$ cat config.mk
export PLATFORM = sky130hd
export DESIGN_NAME = averaged_battery_low_detector
export DESIGN_NICKNAME = d
export VERILOG_FILES = /design/src/hdl/abld_pkg.sv /design/src/hdl/averaged_battery_low_detector.sv /design/src/hdl/abld_front.sv /design/src/hdl/abld_queue.sv /design/src/hdl/abld_back.sv
export VERILOG_INCLUDE_DIRS = /design/src /design/src/hdl
export SDC_FILE = /design/constraint.sdc
export NUM_CORES = 1
export LEC_CHECK = 0
export BUFFER_PORTS_ARGS = -buffer_cell sky130_fd_sc_hd__buf_2
export CORE_MARGIN = 5
export CORE_UTILIZATION = 58
export DETAILED_ROUTE_END_ITERATION = 7
export GPL_TIMING_DRIVEN = 0
export PLACE_DENSITY = 0.76
export SLEW_MARGIN = 15
export SYNTH_ARGS = -nofsm -noshare
export SYNTH_HDL_FRONTEND = slang
export SYNTH_SLANG_ARGS = --single-unit
$ cat constraint.sdc
create_clock -name clk -period 10.64 [get_ports clk]
set_input_delay 1.064 -clock clk [delete_from_list [all_inputs] [get_ports clk]]
set_output_delay 1.064 -clock clk [all_outputs]
set_load 0.02 [all_outputs]
$ cat src/hdl/averaged_battery_low_detector_macros.svh
// ----------------------------------------------------------------------------
// Averaged battery low detector: assertion macros
// Shared concurrent assertion forms for the detector modules.
// ----------------------------------------------------------------------------
`ifndef AVERAGED_BATTERY_LOW_DETECTOR_MACROS_SVH
`define AVERAGED_BATTERY_LOW_DETECTOR_MACROS_SVH

// Checked on every rising edge outside reset.
`define ABLD_ASSERT(lbl, prop, msg) \
  lbl: assert property (@(posedge clk) disable iff (!rst_n) prop) else $error(msg);

// Checked on every rising edge, reset included.
`define ABLD_ASSERT_ALWAYS(lbl, prop, msg) \
  lbl: assert property (@(posedge clk) prop) else $error(msg);

`endif

$ cat src/hdl/abld_pkg.sv
// ----------------------------------------------------------------------------
// Averaged battery low detector: package
// Field widths, scaling constants, register indexes and shared types.
// ----------------------------------------------------------------------------
package abld_pkg;

  localparam int ADC_W  = 12;
  localparam int PIN_W  = 12;
  localparam int BATT_W = 15;
  localparam int SEQ_W  = 8;
  localparam int THR_W  = 15;
  localparam int CONF_W = 8;
  localparam int CFG_IDX_W  = 1;
  localparam int CFG_DATA_W = 15;

  localparam int DEFAULT_SAMPLES = 4;
  localparam int ADC_MAX         = 4095;
  localparam int ADC_SPAN        = 4095;
  localparam int ADC_REF_MV      = 2500;
  localparam int DIVIDER_SCALE   = 11;
  localparam int QUEUE_DEPTH     = 2;

  // The scaled average avg * 2500 stays below 2^24.
  localparam int SCALED_W    = 24;
  localparam int PIN_SHIFT   = 24;
  localparam int PIN_RECIP_W = 13;
  localparam logic [PIN_RECIP_W-1:0] PIN_RECIP =
    PIN_RECIP_W'((1 << PIN_SHIFT) / ADC_SPAN);

  localparam logic [CFG_IDX_W-1:0] REG_LOW_THRESHOLD = 1'b0;
  localparam logic [CFG_IDX_W-1:0] REG_CONFIRM       = 1'b1;

  localparam logic [THR_W-1:0]  THRESHOLD_RESET = 15'd6600;
  localparam logic [CONF_W-1:0] CONFIRM_RESET   = 8'd3;

  typedef struct packed {
    logic [THR_W-1:0]  low_threshold_mv;
    logic [CONF_W-1:0] confirm_readings;
  } cfg_t;

  typedef struct packed {
    logic [ADC_W-1:0]  adc_average;
    logic [PIN_W-1:0]  pin_mv;
    logic [BATT_W-1:0] battery_mv;
    logic              battery_low;
    logic [SEQ_W-1:0]  reading_sequence;
  } result_t;

endpackage

$ cat src/hdl/averaged_battery_low_detector.sv
// ----------------------------------------------------------------------------
// Averaged battery low detector: top level
// Groups ADC conversions into readings, averages and scales them to battery
// millivolts and flags a confirmed low battery.
//
//   Channel  Direction  Handshake         Payload
//   in       input      push / full       in_adc_sample
//   out      output     empty / pop       out_adc_average ... out_reading_sequence
//   cfg      input      cfg_wr_en         cfg_index, cfg_wdata
//
// The front end takes one conversion per cycle while full is low; a reading
// needs SAMPLES_PER_READING + 1 conversions. The back end steps each reading
// through its averaging and scaling sequencer and takes no new sum until it
// has emitted the last one. Reset is synchronous. Full rises when the
// two-entry sum queue holds two waiting sums; the back end holds its last step
// while the result register is occupied.
// ----------------------------------------------------------------------------
module averaged_battery_low_detector #(
  parameter int SAMPLES_PER_READING = abld_pkg::DEFAULT_SAMPLES
) (
  input  logic                            clk,
  input  logic                            rst_n,
  input  logic                            push,
  output logic                            full,
  input  logic [abld_pkg::ADC_W-1:0]      in_adc_sample,
  output logic                            empty,
  input  logic                            pop,
  output logic [abld_pkg::ADC_W-1:0]      out_adc_average,
  output logic [abld_pkg::PIN_W-1:0]      out_pin_mv,
  output logic [abld_pkg::BATT_W-1:0]     out_battery_mv,
  output logic                            out_battery_low,
  output logic [abld_pkg::SEQ_W-1:0]      out_reading_sequence,
  input  logic                            cfg_wr_en,
  input  logic [abld_pkg::CFG_IDX_W-1:0]  cfg_index,
  input  logic [abld_pkg::CFG_DATA_W-1:0] cfg_wdata
);

  localparam int SUM_W = $clog2(SAMPLES_PER_READING * abld_pkg::ADC_MAX + 1);

  abld_pkg::cfg_t    cfg_r;
  abld_pkg::result_t res;
  logic              in_take;
  logic              out_take;
  logic              out_valid;
  logic              q_push;
  logic [SUM_W-1:0]  q_push_data;
  logic              q_pop;
  logic [SUM_W-1:0]  q_pop_data;
  logic              q_full;
  logic              q_empty;

  assign full     = q_full;
  assign in_take  = push && !q_full;
  assign empty    = !out_valid;
  assign out_take = pop && out_valid;

  always_ff @(posedge clk) begin
    if (!rst_n) begin
      cfg_r.low_threshold_mv <= abld_pkg::THRESHOLD_RESET;
      cfg_r.confirm_readings <= abld_pkg::CONFIRM_RESET;
    end else if (cfg_wr_en) begin
      unique case (cfg_index)
        abld_pkg::REG_LOW_THRESHOLD: begin
          cfg_r.low_threshold_mv <= cfg_wdata[abld_pkg::THR_W-1:0];
        end
        abld_pkg::REG_CONFIRM: begin
          cfg_r.confirm_readings <= cfg_wdata[abld_pkg::CONF_W-1:0];
        end
        default: begin
        end
      endcase
    end
  end

  abld_front #(
    .SAMPLES_PER_READING(SAMPLES_PER_READING)
  ) u_front (
    .clk          (clk),
    .rst_n        (rst_n),
    .in_take      (in_take),
    .in_adc_sample(in_adc_sample),
    .q_push       (q_push),
    .q_data       (q_push_data)
  );

  abld_queue #(
    .DATA_W(SUM_W)
  ) u_queue (
    .clk      (clk),
    .rst_n    (rst_n),
    .push     (q_push),
    .push_data(q_push_data),
    .pop      (q_pop),
    .pop_data (q_pop_data),
    .q_full   (q_full),
    .q_empty  (q_empty)
  );

  abld_back #(
    .SAMPLES_PER_READING(SAMPLES_PER_READING)
  ) u_back (
    .clk      (clk),
    .rst_n    (rst_n),
    .q_empty  (q_empty),
    .q_data   (q_pop_data),
    .q_pop    (q_pop),
    .cfg      (cfg_r),
    .out_take (out_take),
    .out_valid(out_valid),
    .out_res  (res)
  );

  assign out_adc_average      = res.adc_average;
  assign out_pin_mv           = res.pin_mv;
  assign out_battery_mv       = res.battery_mv;
  assign out_battery_low      = res.battery_low;
  assign out_reading_sequence = res.reading_sequence;

endmodule

$ cat src/hdl/abld_front.sv
// ----------------------------------------------------------------------------
// Averaged battery low detector: front end
// Drops the first conversion of each group and sums the kept conversions.
// ----------------------------------------------------------------------------
module abld_front #(
  parameter int SAMPLES_PER_READING = abld_pkg::DEFAULT_SAMPLES,
  localparam int SUM_W = $clog2(SAMPLES_PER_READING * abld_pkg::ADC_MAX + 1),
  localparam int POS_W = $clog2(SAMPLES_PER_READING + 1)
) (
  input  logic                       clk,
  input  logic                       rst_n,
  input  logic                       in_take,
  input  logic [abld_pkg::ADC_W-1:0] in_adc_sample,
  output logic                       q_push,
  output logic [SUM_W-1:0]           q_data
);

  logic [POS_W-1:0] pos_r;
  logic [POS_W-1:0] pos_nxt;
  logic [SUM_W-1:0] sum_r;
  logic [SUM_W-1:0] sum_nxt;
  logic [SUM_W-1:0] sum_add;
  logic             last;

  assign sum_add = sum_r + SUM_W'(in_adc_sample);
  assign last    = (pos_r == POS_W'(SAMPLES_PER_READING));

  always_comb begin
    pos_nxt = pos_r;
    sum_nxt = sum_r;
    if (in_take) begin
      if (pos_r == '0) begin
        pos_nxt = POS_W'(1);
        sum_nxt = '0;
      end else if (last) begin
        pos_nxt = '0;
        sum_nxt = '0;
      end else begin
        pos_nxt = pos_r + POS_W'(1);
        sum_nxt = sum_add;
      end
    end
  end

  assign q_push = in_take && (pos_r != '0) && last;
  assign q_data = sum_add;

  always_ff @(posedge clk) begin
    if (!rst_n) begin
      pos_r <= '0;
      sum_r <= '0;
    end else begin
      pos_r <= pos_nxt;
      sum_r <= sum_nxt;
    end
  end

endmodule

$ cat src/hdl/abld_queue.sv
// ----------------------------------------------------------------------------
// Averaged battery low detector: sum queue
// Short first-in first-out queue of finished group sums.
// ----------------------------------------------------------------------------
module abld_queue #(
  parameter int DATA_W = 14,
  localparam int DEPTH = abld_pkg::QUEUE_DEPTH,
  localparam int PTR_W = (DEPTH > 1) ? $clog2(DEPTH) : 1,
  localparam int CNT_W = $clog2(DEPTH + 1)
) (
  input  logic              clk,
  input  logic              rst_n,
  input  logic              push,
  input  logic [DATA_W-1:0] push_data,
  input  logic              pop,
  output logic [DATA_W-1:0] pop_data,
  output logic              q_full,
  output logic              q_empty
);

  logic [DATA_W-1:0] mem_r [DEPTH];
  logic [PTR_W-1:0]  wr_ptr_r;
  logic [PTR_W-1:0]  rd_ptr_r;
  logic [CNT_W-1:0]  count_r;
  logic              do_push;
  logic              do_pop;

  assign q_full   = (count_r == CNT_W'(DEPTH));
  assign q_empty  = (count_r == '0);
  assign do_push  = push && !q_full;
  assign do_pop   = pop && !q_empty;
  assign pop_data = mem_r[rd_ptr_r];

  always_ff @(posedge clk) begin
    if (do_push) begin
      mem_r[wr_ptr_r] <= push_data;
    end
  end

  always_ff @(posedge clk) begin
    if (!rst_n) begin
      wr_ptr_r <= '0;
      rd_ptr_r <= '0;
      count_r  <= '0;
    end else begin
      if (do_push) begin
        wr_ptr_r <= (wr_ptr_r == PTR_W'(DEPTH - 1)) ? '0 : wr_ptr_r + PTR_W'(1);
      end
      if (do_pop) begin
        rd_ptr_r <= (rd_ptr_r == PTR_W'(DEPTH - 1)) ? '0 : rd_ptr_r + PTR_W'(1);
      end
      if (do_push && !do_pop) begin
        count_r <= count_r + CNT_W'(1);
      end else if (do_pop && !do_push) begin
        count_r <= count_r - CNT_W'(1);
      end
    end
  end

endmodule

$ cat src/hdl/abld_back.sv
// ----------------------------------------------------------------------------
// Averaged battery low detector: back end
// Averages a group sum, scales it to millivolts, tracks the low count and
// holds the finished result for transfer.
// ----------------------------------------------------------------------------
`include "averaged_battery_low_detector_macros.svh"

module abld_back #(
  parameter int SAMPLES_PER_READING = abld_pkg::DEFAULT_SAMPLES,
  localparam int SUM_W = $clog2(SAMPLES_PER_READING * abld_pkg::ADC_MAX + 1)
) (
  input  logic              clk,
  input  logic              rst_n,
  input  logic              q_empty,
  input  logic [SUM_W-1:0]  q_data,
  output logic              q_pop,
  input  abld_pkg::cfg_t    cfg,
  input  logic              out_take,
  output logic              out_valid,
  output abld_pkg::result_t out_res
);

  localparam int ADC_W    = abld_pkg::ADC_W;
  localparam int PIN_W    = abld_pkg::PIN_W;
  localparam int BATT_W   = abld_pkg::BATT_W;
  localparam int SEQ_W    = abld_pkg::SEQ_W;
  localparam int CONF_W   = abld_pkg::CONF_W;
  localparam int SCALED_W = abld_pkg::SCALED_W;
  localparam int AVG_PROD_W = 2 * SUM_W + 1;
  localparam int PIN_PROD_W = SCALED_W + abld_pkg::PIN_RECIP_W;

  localparam logic [SUM_W:0] AVG_RECIP =
    (SUM_W + 1)'((1 << SUM_W) / SAMPLES_PER_READING);
  localparam logic [SUM_W-1:0] AVG_DIV     = SUM_W'(SAMPLES_PER_READING);
  localparam logic [SUM_W-1:0] AVG_REM_LIM = SUM_W'(2 * SAMPLES_PER_READING);
  localparam logic [SCALED_W-1:0] PIN_DIV     = SCALED_W'(abld_pkg::ADC_SPAN);
  localparam logic [SCALED_W-1:0] PIN_REM_LIM = SCALED_W'(2 * abld_pkg::ADC_SPAN);
  localparam logic [PIN_W-1:0] PIN_MAX = PIN_W'(abld_pkg::ADC_REF_MV);

  localparam logic [2:0] ST_IDLE    = 3'd0;
  localparam logic [2:0] ST_AVG_EST = 3'd1;
  localparam logic [2:0] ST_AVG_FIX = 3'd2;
  localparam logic [2:0] ST_SCALE   = 3'd3;
  localparam logic [2:0] ST_PIN_EST = 3'd4;
  localparam logic [2:0] ST_PIN_FIX = 3'd5;
  localparam logic [2:0] ST_BATT    = 3'd6;
  localparam logic [2:0] ST_EMIT    = 3'd7;

  logic [2:0]          state_r;
  logic [2:0]          state_nxt;
  logic [SUM_W-1:0]    sum_r;
  logic [ADC_W-1:0]    avg_est_r;
  logic [ADC_W-1:0]    avg_r;
  logic [SCALED_W-1:0] scaled_r;
  logic [PIN_W-1:0]    pin_est_r;
  logic [PIN_W-1:0]    pin_r;
  logic [BATT_W-1:0]   batt_r;
  logic [CONF_W-1:0]   low_count_r;
  logic [CONF_W-1:0]   low_count_nxt;
  logic [SEQ_W-1:0]    seq_r;
  logic                out_valid_r;
  abld_pkg::result_t   out_res_r;

  logic [AVG_PROD_W-1:0] avg_prod;
  logic [SUM_W-1:0]      avg_rem;
  logic [PIN_PROD_W-1:0] pin_prod;
  logic [SCALED_W-1:0]   pin_rem;
  logic                  emit_go;
  logic                  is_low;

  assign avg_prod = AVG_PROD_W'(sum_r) * AVG_PROD_W'(AVG_RECIP);
  assign avg_rem  = sum_r - SUM_W'(avg_est_r) * AVG_DIV;
  assign pin_prod = PIN_PROD_W'(scaled_r) * PIN_PROD_W'(abld_pkg::PIN_RECIP);
  assign pin_rem  = scaled_r - SCALED_W'(pin_est_r) * PIN_DIV;

  assign q_pop   = (state_r == ST_IDLE) && !q_empty;
  assign emit_go = (state_r == ST_EMIT) && (!out_valid_r || out_take);
  assign is_low  = (batt_r < cfg.low_threshold_mv);

  always_comb begin
    if (is_low) begin
      low_count_nxt = (low_count_r < cfg.confirm_readings) ?
                      low_count_r + CONF_W'(1) : low_count_r;
    end else begin
      low_count_nxt = '0;
    end
  end

  always_comb begin
    state_nxt = state_r;
    unique case (state_r)
      ST_IDLE: begin
        if (!q_empty) begin
          state_nxt = ST_AVG_EST;
        end
      end
      ST_AVG_EST: state_nxt = ST_AVG_FIX;
      ST_AVG_FIX: state_nxt = ST_SCALE;
      ST_SCALE:   state_nxt = ST_PIN_EST;
      ST_PIN_EST: state_nxt = ST_PIN_FIX;
      ST_PIN_FIX: state_nxt = ST_BATT;
      ST_BATT:    state_nxt = ST_EMIT;
      ST_EMIT: begin
        if (emit_go) begin
          state_nxt = ST_IDLE;
        end
      end
      default: state_nxt = ST_IDLE;
    endcase
  end

  always_ff @(posedge clk) begin
    if (q_pop) begin
      sum_r <= q_data;
    end
    if (state_r == ST_AVG_EST) begin
      avg_est_r <= avg_prod[SUM_W +: ADC_W];
    end
    if (state_r == ST_AVG_FIX) begin
      avg_r <= avg_est_r + ADC_W'(avg_rem >= AVG_DIV);
    end
    if (state_r == ST_SCALE) begin
      scaled_r <= SCALED_W'(avg_r) * SCALED_W'(abld_pkg::ADC_REF_MV);
    end
    if (state_r == ST_PIN_EST) begin
      pin_est_r <= pin_prod[abld_pkg::PIN_SHIFT +: PIN_W];
    end
    if (state_r == ST_PIN_FIX) begin
      pin_r <= pin_est_r + PIN_W'(pin_rem >= PIN_DIV);
    end
    if (state_r == ST_BATT) begin
      batt_r <= BATT_W'(pin_r) * BATT_W'(abld_pkg::DIVIDER_SCALE);
    end
    if (emit_go) begin
      out_res_r.adc_average      <= avg_r;
      out_res_r.pin_mv           <= pin_r;
      out_res_r.battery_mv       <= batt_r;
      out_res_r.battery_low      <= (low_count_nxt >= cfg.confirm_readings);
      out_res_r.reading_sequence <= seq_r + SEQ_W'(1);
    end
  end

  always_ff @(posedge clk) begin
    if (!rst_n) begin
      state_r     <= ST_IDLE;
      low_count_r <= '0;
      seq_r       <= '0;
      out_valid_r <= 1'b0;
    end else begin
      state_r <= state_nxt;
      if (emit_go) begin
        low_count_r <= low_count_nxt;
        seq_r       <= seq_r + SEQ_W'(1);
        out_valid_r <= 1'b1;
      end else if (out_take) begin
        out_valid_r <= 1'b0;
      end
    end
  end

  assign out_valid = out_valid_r;
  assign out_res   = out_res_r;

  `ABLD_ASSERT(avg_rem_bound, (state_r == ST_AVG_FIX) |-> (avg_rem < AVG_REM_LIM), "average estimate off by more than one")
  `ABLD_ASSERT(pin_rem_bound, (state_r == ST_PIN_FIX) |-> (pin_rem < PIN_REM_LIM), "pin estimate off by more than one")
  `ABLD_ASSERT(pin_range, out_valid_r |-> (out_res_r.pin_mv <= PIN_MAX), "pin millivolts out of range")
  `ABLD_ASSERT_ALWAYS(idle_after_reset, !rst_n |=> (state_r == ST_IDLE) && !out_valid_r, "back end not idle after reset")

endmodule
==> summary.md <==
| Metric | Value |
|---|---|
| Worst EP arrival | 7520 ps |
| Cell Rows | 64 |
| Initial antenna violation count | 0 |
| Hold/Removal Path Class | reg -> reg |
| Final slew viol count | 0 |
| DPL Wire Length | 27.3 mm |
| Clock tree buffer depth | 3 |
| Core area | 0.0304 mm² |
| Root buf cell | clkbuf_16 |
| Fin crit period | 7270 ps |
| Slowest CP cell | fa_1 |
| CTS tree | done |
| Met1 Use GR | 0.274 |
| Synthesis Warnings | 0 |
| Detailed Route WL | 34.1 mm |
| Buf/Inv on CP | 6 |
| PortBufs | 82 |
| DR pass1 iterations | 5 |
| Initial drt markers | 501 |
| Tightest Pin Transition | 817 ps |
| Die H | 185 µm |
| Synthesized instance count | 1,671 |
| Min Hold Slack | 461 ps |
| Reg2reg start | u_back.pin_est_r[3]$_DFFE_PN_ |
| Worst-path clk slew | 60 ps |
| Hold Path Depth | 0 |
| Final nets | 2,193 |
| Fraction of registers with async set/reset | 0 |
| Synth area leader | edfxtp_1 |
| Die X-Extent | 185 µm |
| Remaining antenna violation count after routing | 0 |
| Final std cells w/o fill | 2,201 |
| Syn Area/Cell | 10.6 µm² |
| H-tree depth | 1 |
| Reg2Reg Setup Slack | 3370 ps |
| Synth top area share | 0.286 |
| Fraction of layout cells with a size suffix above 1 | 0.0981 |
| TNS Setup | 0 ps |
| Post-synth top cells | inv_1 (325), ha_1 (250), edfxtp_1 (169), fa_1 (124), nand2_1 (95) |
| Top Ports | 83 |
| WL per Instance | 15.5 µm |
| Cts hold-fix bufs | 0 |
| Number of global-route vias before repair | 12.6k |
| Die area | 0.0342 mm² |
| Slew margin rel. | 0.454 |
| Post-synthesis net count | 2,078 |
| M3 GR Usage | 0.0202 |
| Crit Path Max Fanout | 8 |
| Clock Sinks | 233 |
| Clock Latency Late Sink | 530 ps |
| Largest net degree at the start of global routing | 31 |
| DR DRC count | 0 |
| Global Route met2 Usage | 0.378 |
| Hold endpoint | u_back.avg_est_r[10]$_DFFE_PP_ |
| WS Path Type | reg -> reg |
| Max-cap violation count | 0 |
| Post-Syn Area | 0.0178 mm² |
| Max Fclk | 138 MHz |
| RSZ-0062 raised after global routing | no |
| Setup bufs post-CTS | 0 |
| Register-to-Register Path Depth | 26 |
| Fill count | 2,374 |
| Busiest layer in global routing | met2 |
| Setup violations, final | 0 |
| Data required, critical path | 10,890 ps |
| GR Overflow Total | 0 |
| Hold Fails Final Rpt | 0 |
| Status | finished, final reports clean |
| #FFs+latches synth | 233 |
| Main synth FF type | edfxtp_1 |
| Post-Place Cells | 2,155 |
| CTS Buf Count | 25 |
| Crit. End Element | flip-flop |
| Sequential area share after synthesis | 0.358 |
| Resized Gates After CTS | 0 |
| Initial Utilization | 0.584 |
| Critical Path Source Type | flip-flop |
| Slowest stage delay, CP | 720 ps |
| Total Routing Usage GR | 0.209 |
| Synth-to-layout area growth | 10.1% |
| Via density | 5.37 |
| Setup Skew | 15.1 ps |
| Post-synth EDFFs | 169 |
| Period utilization | 0.683 |
| Count leader, synth | inv_1 |
| Crit Reg-Reg Endpoint | u_back.pin_r[10]$_DFFE_PN_ |
| Synth area leaders | edfxtp_1 (29%), ha_1 (18%), fa_1 (14%) |
| First-pass GRT wire length | 59.5 mm |
| Vias | 11.8k |
| RePlAce Congestion | 0.864 |
| Synth unique cells | 76 |
| HP Start | u_back.sum_r[12]$_DFFE_PP_ |
| CP delay by family, top | adder cells |
| Number of diodes | 0 |
per-layer routing:
| metal | wire (µm) | up-vias |
|---|---|---|
| li1 | - | 5855 |
| met5 | 0 | - |
| met1 | 15300 | 5733 |
| met4 | 720 | 0 |
| met3 | 907 | 59 |
| met2 | 17200 | 180 |
layout make-up:
type / instances / area [µm²] / share of cell area
buffer: 24 / 104 / 0.00531
clock buffer: 31 / 658 / 0.0337
clock inverter: 15 / 133 / 0.00678
inverter: 327 / 1230 / 0.0628
multi-input combinational: 1087 / 10100 / 0.517
sequential: 233 / 6360 / 0.325
tap: 396 / 495 / 0.0253
timing repair buffer: 88 / 475 / 0.0243
kinds of logic (layout without fill, tap and decap cells):
kind of cell | count (synthesis) | in the layout | share of synthesized area
flops | 233 | 233 | 0.358
xor+xnor | 115 | 115 | 0.0571
buf+inv | 351 | 485 | 0.0749
mux | 19 | 19 | 0.0116
fa+ha+maj | 374 | 374 | 0.316
compound gates | 249 | 249 | 0.0904
simple gates | 330 | 330 | 0.0923
per-stage QoR:
stage          instance area (µm²)  worst slack (ps)  utilization
2_1_floorplan                17800              4270            -
3_3_place_gp                 18700              3510        0.614
3_5_place_dp                 18800              3380        0.617
4_1_cts                      19600              3340        0.643
5_1_grt                      19600              2960        0.643
6_report                     19600              3370        0.643
cells in the final DEF, fill, tap and decap left out, types with 12 or more instances in the layout:
cell / netlist / routed
a21oi_1: 94 / 94
nand3_1: 30 / 30
nand4_1: 16 / 16
ha_1: 250 / 250
nor2_1: 80 / 78
edfxtp_1: 169 / 169
clkbuf_16: 0 / 25
mux2_2: 13 / 13
fa_1: 124 / 124
clkbuf_1: 18 / 23
dfxtp_1: 64 / 64
nor3_1: 15 / 14
nor2b_1: 15 / 14
xnor2_1: 75 / 75
a21o_1: 21 / 21
inv_1: 325 / 325
nand2b_1: 16 / 16
buf_2: 2 / 84
o211ai_1: 12 / 12
nand2_1: 95 / 95
a31oi_1: 12 / 12
o21ai_0: 34 / 34
xor2_1: 39 / 39
worst register-to-register path, cell delays in order, from the launching register on:
cell       delay (ps)
edfxtp_1          510
inv_1             180
fa_1              720
inv_1             120
fa_1              540
inv_1              50
fa_1              500
fa_1              540
inv_1              50
fa_1              520
inv_1              40
ha_1              290
buf_6             140
a21oi_1           260
or2b_1            220
a21oi_1           100
nor3_2            120
o2111ai_1         140
nor3b_2           210
o2111ai_1         150
nor4b_2           360
nand4_1           290
ha_1              320
ha_1              250
and3_1            200
nand3_1           110
xnor2_1            90
sequential cells by signal (all words and copies together), names as in the netlist:
signal              count
u_back.seq_r            8
u_back.low_count_r      8
cfg_r                  23
u_back.avg_est_r       12
u_queue.wr_ptr_r        1
u_queue.mem_r          24
u_back.out_res         48
u_back.scaled_r        22
u_queue.rd_ptr_r        1
u_back.avg_r           12
u_queue.count_r         2
u_back.out_valid        1
u_back.sum_r           12
u_back.batt_r          15
u_back.state_r          3
u_back.pin_est_r       12
u_back.pin_r           12
u_front.sum_r          14
u_front.pos_r           3
worst max path at each step:
stage / startpoint / end / slack [ps] / cells past startpoint
2_1_floorplan: u_back.pin_est_r[3]$_DFFE_PN_ / u_back.pin_r[10]$_DFFE_PN_ / 4270 / 26
3_3_place_gp: u_back.pin_est_r[3]$_DFFE_PN_ / u_back.pin_r[10]$_DFFE_PN_ / 3510 / 26
3_5_place_dp: u_back.pin_est_r[3]$_DFFE_PN_ / u_back.pin_r[10]$_DFFE_PN_ / 3380 / 26
4_1_cts: u_back.pin_est_r[3]$_DFFE_PN_ / u_back.pin_r[10]$_DFFE_PN_ / 3340 / 26
5_1_grt: u_back.pin_est_r[3]$_DFFE_PN_ / u_back.pin_r[10]$_DFFE_PN_ / 2960 / 26
6_report: u_back.pin_est_r[3]$_DFFE_PN_ / u_back.pin_r[10]$_DFFE_PN_ / 3370 / 26
Power is left out: the tool's default activity adds up to more than one toggle a clock period on the data nets, which glitch-free logic cannot reach.
